### src/design/mbps_pkg.sv
package mbps_pkg;

    // Pattern slots that carry a byte and a care bit in the register file
    localparam int PATTERN_SLOTS = 16;
    localparam int SLOT_W = $clog2(PATTERN_SLOTS);
    localparam int PATTERN_MAX_DEFAULT = 16;

    localparam int LENGTH_W = 5;
    localparam int CARE_W = 16;
    localparam int LIMIT_W = 16;
    localparam int ADDR_W = 64;
    localparam int BYTE_W = 8;

    localparam int CFG_INDEX_W = 3;
    localparam int CFG_DATA_W = 64;

    // Register indexes of the configuration port
    localparam logic [CFG_INDEX_W-1:0] REG_PATTERN_LOW = 3'd0;
    localparam logic [CFG_INDEX_W-1:0] REG_PATTERN_HIGH = 3'd1;
    localparam logic [CFG_INDEX_W-1:0] REG_CARE_MASK = 3'd2;
    localparam logic [CFG_INDEX_W-1:0] REG_PATTERN_LENGTH = 3'd3;
    localparam logic [CFG_INDEX_W-1:0] REG_BASE_ADDRESS = 3'd4;
    localparam logic [CFG_INDEX_W-1:0] REG_MATCH_LIMIT = 3'd5;

    typedef struct packed {
        logic advance;
        logic clear;
    } mbps_cell_ctrl_t;

    typedef struct packed {
        logic found;
        logic [ADDR_W-1:0] match_address;
        logic scan_done;
    } mbps_result_t;

endpackage

### src/design/mbps_cell.sv
module mbps_cell #(
    parameter int CELL_INDEX = 0,
    parameter int LEN_W = 5
) (
    input  logic clk,
    input  logic rst_n,
    input  mbps_pkg::mbps_cell_ctrl_t ctrl,
    input  logic [mbps_pkg::BYTE_W-1:0] byte_in,
    input  logic [mbps_pkg::BYTE_W*mbps_pkg::PATTERN_SLOTS-1:0] pattern_bytes,
    input  logic [mbps_pkg::PATTERN_SLOTS-1:0] care_bits,
    input  logic [LEN_W-1:0] pattern_len,
    output logic [mbps_pkg::BYTE_W-1:0] byte_out,
    output logic cell_ok
);
    import mbps_pkg::*;

    localparam logic [LEN_W-1:0] K = LEN_W'(CELL_INDEX);

    logic [BYTE_W-1:0] byte_reg;
    logic [BYTE_W-1:0] byte_next;
    logic in_use;
    logic [LEN_W-1:0] pos_full;
    logic [SLOT_W-1:0] slot;
    logic slot_exists;
    logic cares;
    logic [BYTE_W-1:0] want;

    // This cell checks its input byte, taken CELL_INDEX beats before the byte being
    // accepted, against pattern position len-1-CELL_INDEX and registers it for the next cell.
    always_comb
    begin
        in_use = K < pattern_len;
        pos_full = pattern_len - K - LEN_W'(1);
        slot = pos_full[SLOT_W-1:0];
        slot_exists = pos_full < LEN_W'(PATTERN_SLOTS);
        want = pattern_bytes[{slot, 3'b000} +: BYTE_W];
        cares = slot_exists && care_bits[slot];
        cell_ok = !in_use || !cares || (byte_in == want);
    end

    always_comb
    begin
        byte_next = byte_reg;
        if (ctrl.advance)
        begin
            byte_next = ctrl.clear ? '0 : byte_in;
        end
    end

    always_ff @(posedge clk or negedge rst_n)
    begin
        if (!rst_n)
        begin
            byte_reg <= '0;
        end
        else
        begin
            byte_reg <= byte_next;
        end
    end

    assign byte_out = byte_reg;

endmodule

### src/design/mbps_out_queue.sv
module mbps_out_queue (
    input  logic clk,
    input  logic rst_n,
    input  logic push,
    input  mbps_pkg::mbps_result_t push_data,
    output logic full,
    output logic out_valid,
    input  logic out_stall,
    output mbps_pkg::mbps_result_t out_data
);
    import mbps_pkg::*;

    logic head_valid_reg;
    logic head_valid_next;
    logic skid_valid_reg;
    logic skid_valid_next;
    mbps_result_t head_reg;
    mbps_result_t head_next;
    mbps_result_t skid_reg;
    mbps_result_t skid_next;
    logic drain;

    always_comb
    begin
        drain = !head_valid_reg || !out_stall;
        head_valid_next = head_valid_reg;
        skid_valid_next = skid_valid_reg;
        head_next = head_reg;
        skid_next = skid_reg;
        if (drain)
        begin
            if (skid_valid_reg)
            begin
                // advance the held beat; no push can arrive while the skid is full
                head_valid_next = 1'b1;
                head_next = skid_reg;
                skid_valid_next = 1'b0;
            end
            else
            begin
                head_valid_next = push;
                head_next = push_data;
            end
        end
        else if (push)
        begin
            skid_valid_next = 1'b1;
            skid_next = push_data;
        end
    end

    always_ff @(posedge clk or negedge rst_n)
    begin
        if (!rst_n)
        begin
            head_valid_reg <= 1'b0;
            skid_valid_reg <= 1'b0;
        end
        else
        begin
            head_valid_reg <= head_valid_next;
            skid_valid_reg <= skid_valid_next;
        end
    end

    always_ff @(posedge clk)
    begin
        head_reg <= head_next;
        skid_reg <= skid_next;
    end

    assign full = skid_valid_reg;
    assign out_valid = head_valid_reg;
    assign out_data = head_reg;

endmodule

### src/design/masked_byte_pattern_scan.sv
// A result beat enters the two-entry output queue at the edge that accepts its byte.
// Throughput: one byte per cycle while in_stall is low; the compare across the cell row
// and the address add finish in the accepting cycle, and the queue absorbs stalls.
// Bytes that cause no result (no match, not the last byte) produce no beat.
// Reset (rst_n low, asynchronous): configuration registers read zero, the window, fill
// count, offset and match count clear, the output queue empties; no clearing pass follows.
module masked_byte_pattern_scan #(
    parameter int PATTERN_MAX = mbps_pkg::PATTERN_MAX_DEFAULT
) (
    input  logic clk,
    input  logic rst_n,
    input  logic cfg_write,
    input  logic [mbps_pkg::CFG_INDEX_W-1:0] cfg_index,
    input  logic [mbps_pkg::CFG_DATA_W-1:0] cfg_data,
    input  logic in_valid,
    output logic in_stall,
    input  logic [mbps_pkg::BYTE_W-1:0] data_byte,
    input  logic end_of_buffer,
    output logic out_valid,
    input  logic out_stall,
    output logic found,
    output logic [mbps_pkg::ADDR_W-1:0] match_address,
    output logic scan_done
);
    import mbps_pkg::*;

    localparam int CNT_W = $clog2(PATTERN_MAX + 1);
    localparam int LEN_W = (CNT_W > LENGTH_W) ? CNT_W : LENGTH_W;

    // Configuration registers
    logic [63:0] pattern_low_reg;
    logic [63:0] pattern_high_reg;
    logic [CARE_W-1:0] care_mask_reg;
    logic [LENGTH_W-1:0] pattern_length_reg;
    logic [ADDR_W-1:0] base_address_reg;
    logic [LIMIT_W-1:0] match_limit_reg;

    // Scan state outside the cell row
    logic [CNT_W-1:0] fill_count_reg;
    logic [CNT_W-1:0] fill_count_next;
    logic [ADDR_W-1:0] byte_offset_reg;
    logic [ADDR_W-1:0] byte_offset_next;
    logic [LIMIT_W-1:0] reported_reg;
    logic [LIMIT_W-1:0] reported_next;

    logic in_accept;
    logic queue_full;
    mbps_cell_ctrl_t cell_ctrl;
    logic [BYTE_W-1:0] byte_chain [0:PATTERN_MAX-1];
    logic [PATTERN_MAX-1:0] cell_ok;
    logic [BYTE_W*PATTERN_SLOTS-1:0] pattern_bytes;

    logic [LEN_W-1:0] len_ext;
    logic [LEN_W-1:0] len_clamp;
    logic [CNT_W-1:0] fill_after;
    logic filled;
    logic under_limit;
    logic hit;
    logic [ADDR_W-1:0] hit_address;
    mbps_result_t result;
    mbps_result_t queue_data;

    assign in_stall = queue_full;
    assign in_accept = in_valid && !in_stall;

    // Configuration writes; an index past the register list is dropped
    always_ff @(posedge clk or negedge rst_n)
    begin
        if (!rst_n)
        begin
            pattern_low_reg <= '0;
            pattern_high_reg <= '0;
            care_mask_reg <= '0;
            pattern_length_reg <= '0;
            base_address_reg <= '0;
            match_limit_reg <= '0;
        end
        else if (cfg_write)
        begin
            case (cfg_index)
                REG_PATTERN_LOW: pattern_low_reg <= cfg_data;
                REG_PATTERN_HIGH: pattern_high_reg <= cfg_data;
                REG_CARE_MASK: care_mask_reg <= cfg_data[CARE_W-1:0];
                REG_PATTERN_LENGTH: pattern_length_reg <= cfg_data[LENGTH_W-1:0];
                REG_BASE_ADDRESS: base_address_reg <= cfg_data;
                REG_MATCH_LIMIT: match_limit_reg <= cfg_data[LIMIT_W-1:0];
                default:
                begin
                end
            endcase
        end
    end

    assign pattern_bytes = {pattern_high_reg, pattern_low_reg};

    // Shift the row on every accepted beat; clear it behind the last byte
    assign cell_ctrl.advance = in_accept;
    assign cell_ctrl.clear = end_of_buffer;
    assign byte_chain[0] = data_byte;

    for (genvar k = 0; k < PATTERN_MAX; k++)
    begin : g_cell
        if (k < PATTERN_MAX - 1)
        begin : g_link
            mbps_cell #(
                .CELL_INDEX(k),
                .LEN_W(LEN_W)
            ) u_cell (
                .clk(clk),
                .rst_n(rst_n),
                .ctrl(cell_ctrl),
                .byte_in(byte_chain[k]),
                .pattern_bytes(pattern_bytes),
                .care_bits(care_mask_reg),
                .pattern_len(len_clamp),
                .byte_out(byte_chain[k+1]),
                .cell_ok(cell_ok[k])
            );
        end
        else
        begin : g_tail
            // The oldest byte falls off the end of the row
            mbps_cell #(
                .CELL_INDEX(k),
                .LEN_W(LEN_W)
            ) u_cell (
                .clk(clk),
                .rst_n(rst_n),
                .ctrl(cell_ctrl),
                .byte_in(byte_chain[k]),
                .pattern_bytes(pattern_bytes),
                .care_bits(care_mask_reg),
                .pattern_len(len_clamp),
                .byte_out(),
                .cell_ok(cell_ok[k])
            );
        end
    end

    // Match decision for the byte being accepted
    always_comb
    begin
        len_ext = LEN_W'(pattern_length_reg);
        len_clamp = (len_ext > LEN_W'(PATTERN_MAX)) ? LEN_W'(PATTERN_MAX) : len_ext;
        fill_after = (fill_count_reg < CNT_W'(PATTERN_MAX)) ?
                     fill_count_reg + CNT_W'(1) : fill_count_reg;
        filled = LEN_W'(fill_after) >= len_clamp;
        under_limit = (match_limit_reg == '0) || (reported_reg < match_limit_reg);
        hit = (len_clamp != '0) && filled && under_limit && (&cell_ok);
        // Start address: base plus offset of this byte, back by len-1
        hit_address = base_address_reg + byte_offset_reg
                      - ADDR_W'(len_clamp) + ADDR_W'(1);
    end

    // Scan counters; drop everything after the last byte of a buffer
    always_comb
    begin
        fill_count_next = fill_count_reg;
        byte_offset_next = byte_offset_reg;
        reported_next = reported_reg;
        if (in_accept)
        begin
            if (end_of_buffer)
            begin
                fill_count_next = '0;
                byte_offset_next = '0;
                reported_next = '0;
            end
            else
            begin
                fill_count_next = fill_after;
                byte_offset_next = byte_offset_reg + ADDR_W'(1);
                if (hit && (reported_reg != {LIMIT_W{1'b1}}))
                begin
                    reported_next = reported_reg + LIMIT_W'(1);
                end
            end
        end
    end

    always_ff @(posedge clk or negedge rst_n)
    begin
        if (!rst_n)
        begin
            fill_count_reg <= '0;
            byte_offset_reg <= '0;
            reported_reg <= '0;
        end
        else
        begin
            fill_count_reg <= fill_count_next;
            byte_offset_reg <= byte_offset_next;
            reported_reg <= reported_next;
        end
    end

    always_comb
    begin
        result.found = hit;
        result.match_address = hit ? hit_address : '0;
        result.scan_done = end_of_buffer;
    end

    // Hold result beats so the input flows under output stall until the queue fills
    mbps_out_queue u_out_queue (
        .clk(clk),
        .rst_n(rst_n),
        .push(in_accept && (hit || end_of_buffer)),
        .push_data(result),
        .full(queue_full),
        .out_valid(out_valid),
        .out_stall(out_stall),
        .out_data(queue_data)
    );

    assign found = queue_data.found;
    assign match_address = queue_data.match_address;
    assign scan_done = queue_data.scan_done;

`ifndef SYNTHESIS
    a_last_clears: assert property (@(posedge clk) disable iff (!rst_n)
        (in_accept && end_of_buffer) |=> (fill_count_reg == '0 && byte_offset_reg == '0
                                          && reported_reg == '0))
        else $error("scan state not cleared after last byte");

    a_last_gives_beat: assert property (@(posedge clk) disable iff (!rst_n)
        (in_accept && end_of_buffer) |=> out_valid)
        else $error("last byte produced no result beat");

    a_stall_needs_head: assert property (@(posedge clk) disable iff (!rst_n)
        in_stall |-> out_valid)
        else $error("input stalled with empty output");

    a_fill_bounded: assert property (@(posedge clk) disable iff (!rst_n)
        fill_count_reg <= CNT_W'(PATTERN_MAX))
        else $error("fill count past window depth");
`endif

endmodule

### config.mk
export PLATFORM = sky130hd
export DESIGN_NAME = masked_byte_pattern_scan
export DESIGN_NICKNAME = d
export VERILOG_FILES = /design/src/design/mbps_pkg.sv /design/src/design/mbps_cell.sv /design/src/design/mbps_out_queue.sv /design/src/design/masked_byte_pattern_scan.sv
export SDC_FILE = /design/constraint.sdc
export NUM_CORES = 2
export LEC_CHECK = 0
export BUFFER_PORTS_ARGS = -buffer_cell sky130_fd_sc_hd__buf_2
export CAP_MARGIN = 20
export CORE_MARGIN = 2
export CORE_UTILIZATION = 35
export CTS_CLUSTER_DIAMETER = 100
export CTS_CLUSTER_SIZE = 10
export DETAILED_ROUTE_END_ITERATION = 10
export REMOVE_ABC_BUFFERS = 1
export SLEW_MARGIN = 10
export SYNTH_ARGS = -nofsm -noshare
export SYNTH_HDL_FRONTEND = slang
export SYNTH_SLANG_ARGS = --single-unit
export TNS_END_PERCENT = 100
### constraint.sdc
create_clock -name clk -period 9.3 [get_ports clk]
set_input_delay 0.93 -clock clk [delete_from_list [all_inputs] [get_ports clk]]
set_output_delay 0.93 -clock clk [all_outputs]
set_load 0.03 [all_outputs]
# Yosys cells after proc, flatten, opt, wreduce, memory -nomap -nowiden

Cells that the tools add are included.

Flip-flop bits (word level): 568
Latch bits: 0
RAM bits: 0
Memory bits (read-only): 0
Input port bits: 81
Output and inout port bits: 68
Word-level logic and storage cells: 323
Memories: 0

Add/sub/neg operators: 36
Multipliers: 0
Divide/modulo/power cells: 0
$lt $le $gt $ge: 52
Equality and inequality tests: 22
Shift operators: 16
Muxes and demuxes: 58
Bitwise operators: 1
Reduce and logical (&&, ||, !) cells: 106

Operators by type and width:

| kind                                                | number |
|---|---|
| indexed part select 128 x 8 -> 8 bit                | 16 |
| adder 64 x 1 -> 64 bit (second input constant)      | 2 |
| equality test 8 bit                                 | 16 |
| two-way mux 64 bit                                  | 2 |
| two-way mux 8 bit                                   | 15 |
| < comparator 5 bit (second input constant)          | 17 |
| < comparator 4 x 5 -> 1 bit (second input constant) | 16 |
| subtractor 5 x 1 -> 5 bit (second input constant)   | 16 |
| two-way mux 66 bit                                  | 1 |
| adder 64 bit                                        | 1 |
| binary-select mux 1 bit (select 4 bit)              | 16 |
| subtractor 64 x 5 -> 64 bit                         | 1 |
| < comparator 4 x 5 -> 1 bit (first input constant)  | 8 |
| subtractor 5 x 4 -> 5 bit (second input constant)   | 8 |
| zero test 1 bit                                     | 35 |
| logical OR 1 bit                                    | 35 |
| two-way mux 16 bit                                  | 2 |
| logical AND 1 bit                                   | 22 |
| < comparator 3 x 5 -> 1 bit (first input constant)  | 4 |
| subtractor 5 x 3 -> 5 bit (second input constant)   | 4 |
| two-way mux 1 bit                                   | 19 |
| adder 16 x 1 -> 16 bit (second input constant)      | 1 |
| zero test 16 bit                                    | 1 |
| < comparator 16 bit                                 | 1 |
| other kinds (17)                                    | 32 |

# Longest topological paths before layout

Depth after elaboration: 16
Gate-level depth with buffers: 27
Mapped depth without buffers: 20

# Hierarchy

Synthesis repeated with hierarchy kept, for this count alone.

Cell total of the unflattened synthesis: 4,591
Area total of the unflattened synthesis: 51,513.2 µm²

By module, submodules not included:

| module                                | times used | cells each | area an instance (µm²) | sequential area each (µm²) |
|---|---|---|---|---|
| masked_byte_pattern_scan              | 1          | 2,073      | 19,113.3               | 7,857.5 |
| mbps_out_queue                        | 1          | 212        | 4,918.5                | 4,013.8 |
| mbps_cell at g_cell[10].g_link.u_cell | 1          | 139        | 1,815.5                | 200.2 |
| mbps_cell at g_cell[4].g_link.u_cell  | 1          | 157        | 1,805.5                | 200.2 |
| mbps_cell at g_cell[15].g_tail.u_cell | 1          | 166        | 1,785.5                | 200.2 |
| mbps_cell at g_cell[12].g_link.u_cell | 1          | 160        | 1,774.2                | 200.2 |
| mbps_cell at g_cell[14].g_link.u_cell | 1          | 134        | 1,744.2                | 200.2 |
| mbps_cell at g_cell[3].g_link.u_cell  | 1          | 145        | 1,739.2                | 200.2 |
| mbps_cell at g_cell[5].g_link.u_cell  | 1          | 142        | 1,739.2                | 200.2 |
| mbps_cell at g_cell[11].g_link.u_cell | 1          | 168        | 1,735.4                | 200.2 |
| mbps_cell at g_cell[8].g_link.u_cell  | 1          | 141        | 1,709.1                | 200.2 |
| mbps_cell at g_cell[0].g_link.u_cell  | 1          | 146        | 1,699.1                | 200.2 |
| mbps_cell at g_cell[13].g_link.u_cell | 1          | 143        | 1,694.1                | 200.2 |
| mbps_cell at g_cell[7].g_link.u_cell  | 1          | 130        | 1,690.4                | 200.2 |
| +4 rows                               | n/a        | n/a        | n/a                    | n/a |

# Worst setup path after synthesis

No wires, ideal clock.

Path type: register to register
Start point: register pattern_length_reg[0] (netlist: len_ext[0])
End point: register u_out_queue.skid_reg[0] (netlist name), enable pin
Library setup time: 0.478 ns
Arrival: 7.868 ns
Required time: 8.822 ns
Slack: 0.954 ns
Cell stages (with the launch flop): 27
Path buffers: 13
Clock period less this slack: 8.346 ns
Cells stage by stage: dfrtp_1 > buf_2 > nand2b_1 > buf_4 > buf_4 > buf_4 > buf_2 > buf_2 > buf_2 > ha_1 > buf_2 > buf_1 > buf_1 > mux2i_1 > mux2i_1 > o22ai_1 > nor2_1 > xor2_1 > nor3_1 > a31oi_1 > or4_4 > nor4_4 > buf_6 > buf_4 > buf_6 > nor2_1 > nor3_2

Word-level cells in the longest chain between the ends: 15
Elaborated cells between the ends (all ways): 217
Those cells by class: 30 x add/sub; 34 x order compare; 16 x eq/ne; 16 x shift; 33 x mux; 88 x reduce/logical

RTL lines:

| what                                                              | RTL line                        | text |
|---|---|---|
| start: declaration                                                | masked_byte_pattern_scan.sv:34  | `logic [LENGTH_W-1:0] pattern_length_reg;` |
| start signal: assignment                                          | masked_byte_pattern_scan.sv:84  | `REG_PATTERN_LENGTH: pattern_length_reg <= cfg_data[LENGTH_W-1:0];` |
| greater-than comparator 5 bit                                     | masked_byte_pattern_scan.sv:144 | `len_clamp = (len_ext > LEN_W'(PATTERN_MAX)) ? LEN_W'(PATTERN_MAX) : len_ext;` |
| two-way mux 5 bit *                                               | masked_byte_pattern_scan.sv:144 |  |
| branches (longest 9 deep; another with subtractor 5 x 1 -> 5 bit) | n/a                             |  |
| logical AND 1 bit *                                               | masked_byte_pattern_scan.sv:149 | `hit = (len_clamp != '0) && filled && under_limit && (&cell_ok);` |
| logical OR 1 bit *                                                | masked_byte_pattern_scan.sv:208 | `.push(in_accept && (hit \|\| end_of_buffer)),` |
| logical AND 1 bit *                                               | masked_byte_pattern_scan.sv:208 |  |
| AND reduction 2 bit (no line) *                                   | n/a                             |  |
| end signal: assignment                                            | mbps_out_queue.sv:69            | `skid_reg <= skid_next;` |
| end: declaration                                                  | mbps_out_queue.sv:19            | `mbps_result_t skid_reg;` |

Every way passes the cells marked *. The select of a mux whose other input is x is not followed.
A chain may end at the register's enable or synchronous reset.

==> metrics.cfg <==
[floorplan]
rows = 129
die_w_um = 356
die_h_um = 356
start_util_pct = 35.2
num_io_pins = 149
core-area_um2 = 123000
dieArea_um2 = 127000

[clocking]
cts_resized = 0
htreeDepth = 3
tritoncts = done
clk_pin_slew_worst_paths_ns = 0.06
clock_latency_ns = 0.70
cts.sinks = 568
cts_hold_buf = 0
numCtsBuffers = 71
clock-root-buffer = clkbuf_16
clockBufferDepth = 3
post_cts_buffers = 0

[timing]
period_minus_slack_ns = 8.02
report.final.setup_viol = 0
max_freq_ghz = 0.125
rsz0062_at_grt = false
hold_violations = 0
worst-slew-pin-transition_ns = 1.24
slew_viol_final = 0
relSlewSlack_pct = 17.0
skew_ns = 0.0475
setup_ws_ns = 1.28
period_share_pct = 86.3
fin_setup_tns_ns = 0

[global_routing]
first_global_vias = 35100
antenna_found_initial = 17
grt_start_max_net_pins = 163
grt_busiest_layer = met2
grt.total_usage_pct = 25.8
grt_util_met2_pct = 38.0
grt_overflow = 0
grtUsageMet1_pct = 34.8
met3_usage_pct = 7.18
grt_pass1_wl_um = 244000

[layout]
nets = 4751
largest_reg_flops = 120
layout_commonest_cell = nand2_1
fillers = 12300
final_cell_mix = nand2_1 (566), dfrtp_1 (433), mux2i_1 (321)
drive_gt1_share_pct = 16.6
areaGrowthSynthToFinish_pct = 9.45
final_area_um2 = 47500

[critical_path]
cp.arrival_ns = 8.59
crit_path_start = len_ext[2]
crit_chain = nand2b_2 > ha_1 > buf_4 > a21oi_1 > mux2i_4 > buf_4 > mux2i_1 > xnor2_1 > o31ai_1 > a32oi_1 > o41ai_1 > nand4_1 > nor4_4 > buf_4 > buf_4 > nor2b_1 > mux2_2
cp-start-kind = register
cpPeakStageDelay_ns = 1.03
endpoint_kind = register
r2r_end = u_out_queue.out_data[8]
cp_common_cell = buf_4
cp.required_ns = 9.86
crit_path_max_fanout = 35
path_class = reg -> reg
r2r_setup_slack_ns = 1.28
reg2regPathDepth = 17
crit_slowest_cell = nor4_4
rr_startpoint = len_ext[2]
cp-endpoint = u_out_queue.out_data[8]

[placed_design]
routabilityCongestion = 1.06
place_area_um2 = 45500
io_buffers = 148
pre_cts_ws_ns = 1.73
place_hpwl_um = 121000

[flow_run]
cap_violations = 0

[synth]
ys_types = 99
synth_flop_cell = dfrtp_1
ys_top_cells_by_area = dfrtp_1 (25%), edfxtp_1 (9.1%), mux2i_1 (7.5%)
synthArstFlopShare_pct = 76.8
syn_area_per_cell_um2 = 9.52
ys_ff_latch = 568
synthesis.area_um2 = 43400
synth_area_leader_cell = dfrtp_1
synthCells = 4558
synth-edff-count = 132
yosys_warnings = 0
synth_top_cell_area_share_pct = 25.1
ys_seq_area_share_pct = 34.3

[pwr]
swShare_pct = 46.2
pwr-share-seq_pct = 26.5
power_frac_clock_pct = 20.0
comb_power_share_pct = 53.5
leakage_uw = 0.0210
internal_power_uw = 6860
p_per_area_nw_per_um2 = 269
vdd_drop_max_v = 0.000151
switching_power_uw = 5900

[routing]
dr.first_iter.drc_count = 4276
viasPerCell = 5.99
ant_nets = 0
drc = 0
drt_pass1_iterations = 7
drt-total-wl_um = 166000
wl_per_cell_um = 26.9
vias = 37100

[outcome]
outcome = completed

[worst_hold_path]
hp-class = in -> async

## layout make-up
class,count,area [µm²],share of cell area [%]
well taps,1637,2050,4.31
clock buffers,91,1850,3.90
repair buffers,226,1390,2.92
diodes,6,15.0,0.0316
clock inverters,13,163,0.343
flip-flops and latches,568,14900,31.3
multi-input cells,3322,25900,54.6
inverters,325,1220,2.58
## metal layers
metal | vias to the layer above | share of wire, % | wire [µm]
met5 | - | 0.025 | 41
met4 | 6 | 5.2 | 8670
met3 | 432 | 10 | 17200
met2 | 1932 | 43 | 71300
met1 | 18400 | 42 | 69200
li1 | 16300 | - | -
## stage by stage
step	std cells	utilization [%]	power, µW	hold slack, ns
after floorplan	4215	-	7730	0.459
after global placement	6077	36.9	9940	0.473
after detailed placement	6078	36.9	9960	0.480
after CTS	6182	38.5	12600	0.300
after global routing	6183	38.5	13300	0.319
final	6188	38.5	12800	0.275
## cells by family after synthesis
| kind of cell | Yosys count | synth area share, % |
|---|---|---|
| compound gates | 855 | 12.9 |
| xor+xnor | 252 | 5.16 |
| fa+ha+maj | 156 | 4.55 |
| buf+inv | 668 | 6.36 |
| flops | 568 | 34.3 |
| mux | 707 | 21.1 |
| simple gates | 1352 | 15.7 |
## worst max-delay path: cells and delay by family, from the launching register on
| kind | cells | cell delay [ns] |
|---|---|---|
| DFF | 1 | 0.78 |
| buffers and inverters | 4 | 1.33 |
| muxes | 3 | 1.44 |
| and+or+nand+nor | 4 | 1.92 |
| xor gates and xnor gates | 1 | 0.10 |
| adders and majority gates | 1 | 0.35 |
| AOI/OAI and AO/OA | 4 | 1.93 |
## worst min-delay path by stage
stage | startpoint | endpoint | slack [ns] | cells past startpoint
after detailed placement | g_cell[14].g_link.u_cell.byte_out[7] | g_cell[14].g_link.u_cell.byte_out[7] | 0.48 | 2
after CTS | rst_n | pattern_high_reg[11] | 0.30 | 1
after global routing | rst_n | reported_reg[9] | 0.32 | 1
after global placement | g_cell[14].g_link.u_cell.byte_out[1] | g_cell[14].g_link.u_cell.byte_out[1] | 0.47 | 2
after floorplan | g_cell[14].g_link.u_cell.byte_out[0] | g_cell[14].g_link.u_cell.byte_out[0] | 0.46 | 2
final | rst_n | reported_reg[12] | 0.28 | 1
## cells in the mapped netlist (25+ instances only)
cell,n
a211oi_1,38
o22ai_1,28
nor2_1,167
o211ai_1,44
mux2i_1,325
nor3_1,49
inv_1,319
nand3_1,80
mux2_2,238
and3_1,60
and2_1,74
buf_2,78
buf_4,25
edfxtp_1,132
buf_1,31
a21o_1,59
dfrtp_1,436
a31oi_1,55
nor4_1,28
nand4_1,36
nand3b_1,140
nand2_1,568
xnor2_1,167
xor2_1,82
nor2b_1,25
nand2b_1,31
o21ai_0,211
mux4_2,141
a21oi_1,177
clkbuf_1,199
ha_1,153
## power by group through the flow
stage,clock (µW),sequential (µW),combinational [µW]
after floorplan,0,3250,4480
after global placement,0,3380,6560
after detailed placement,0,3380,6570
after CTS,2610,3340,6610
after global routing,2700,3390,7180
final,2550,3370,6820
Power figures use the tool's default switching activity.
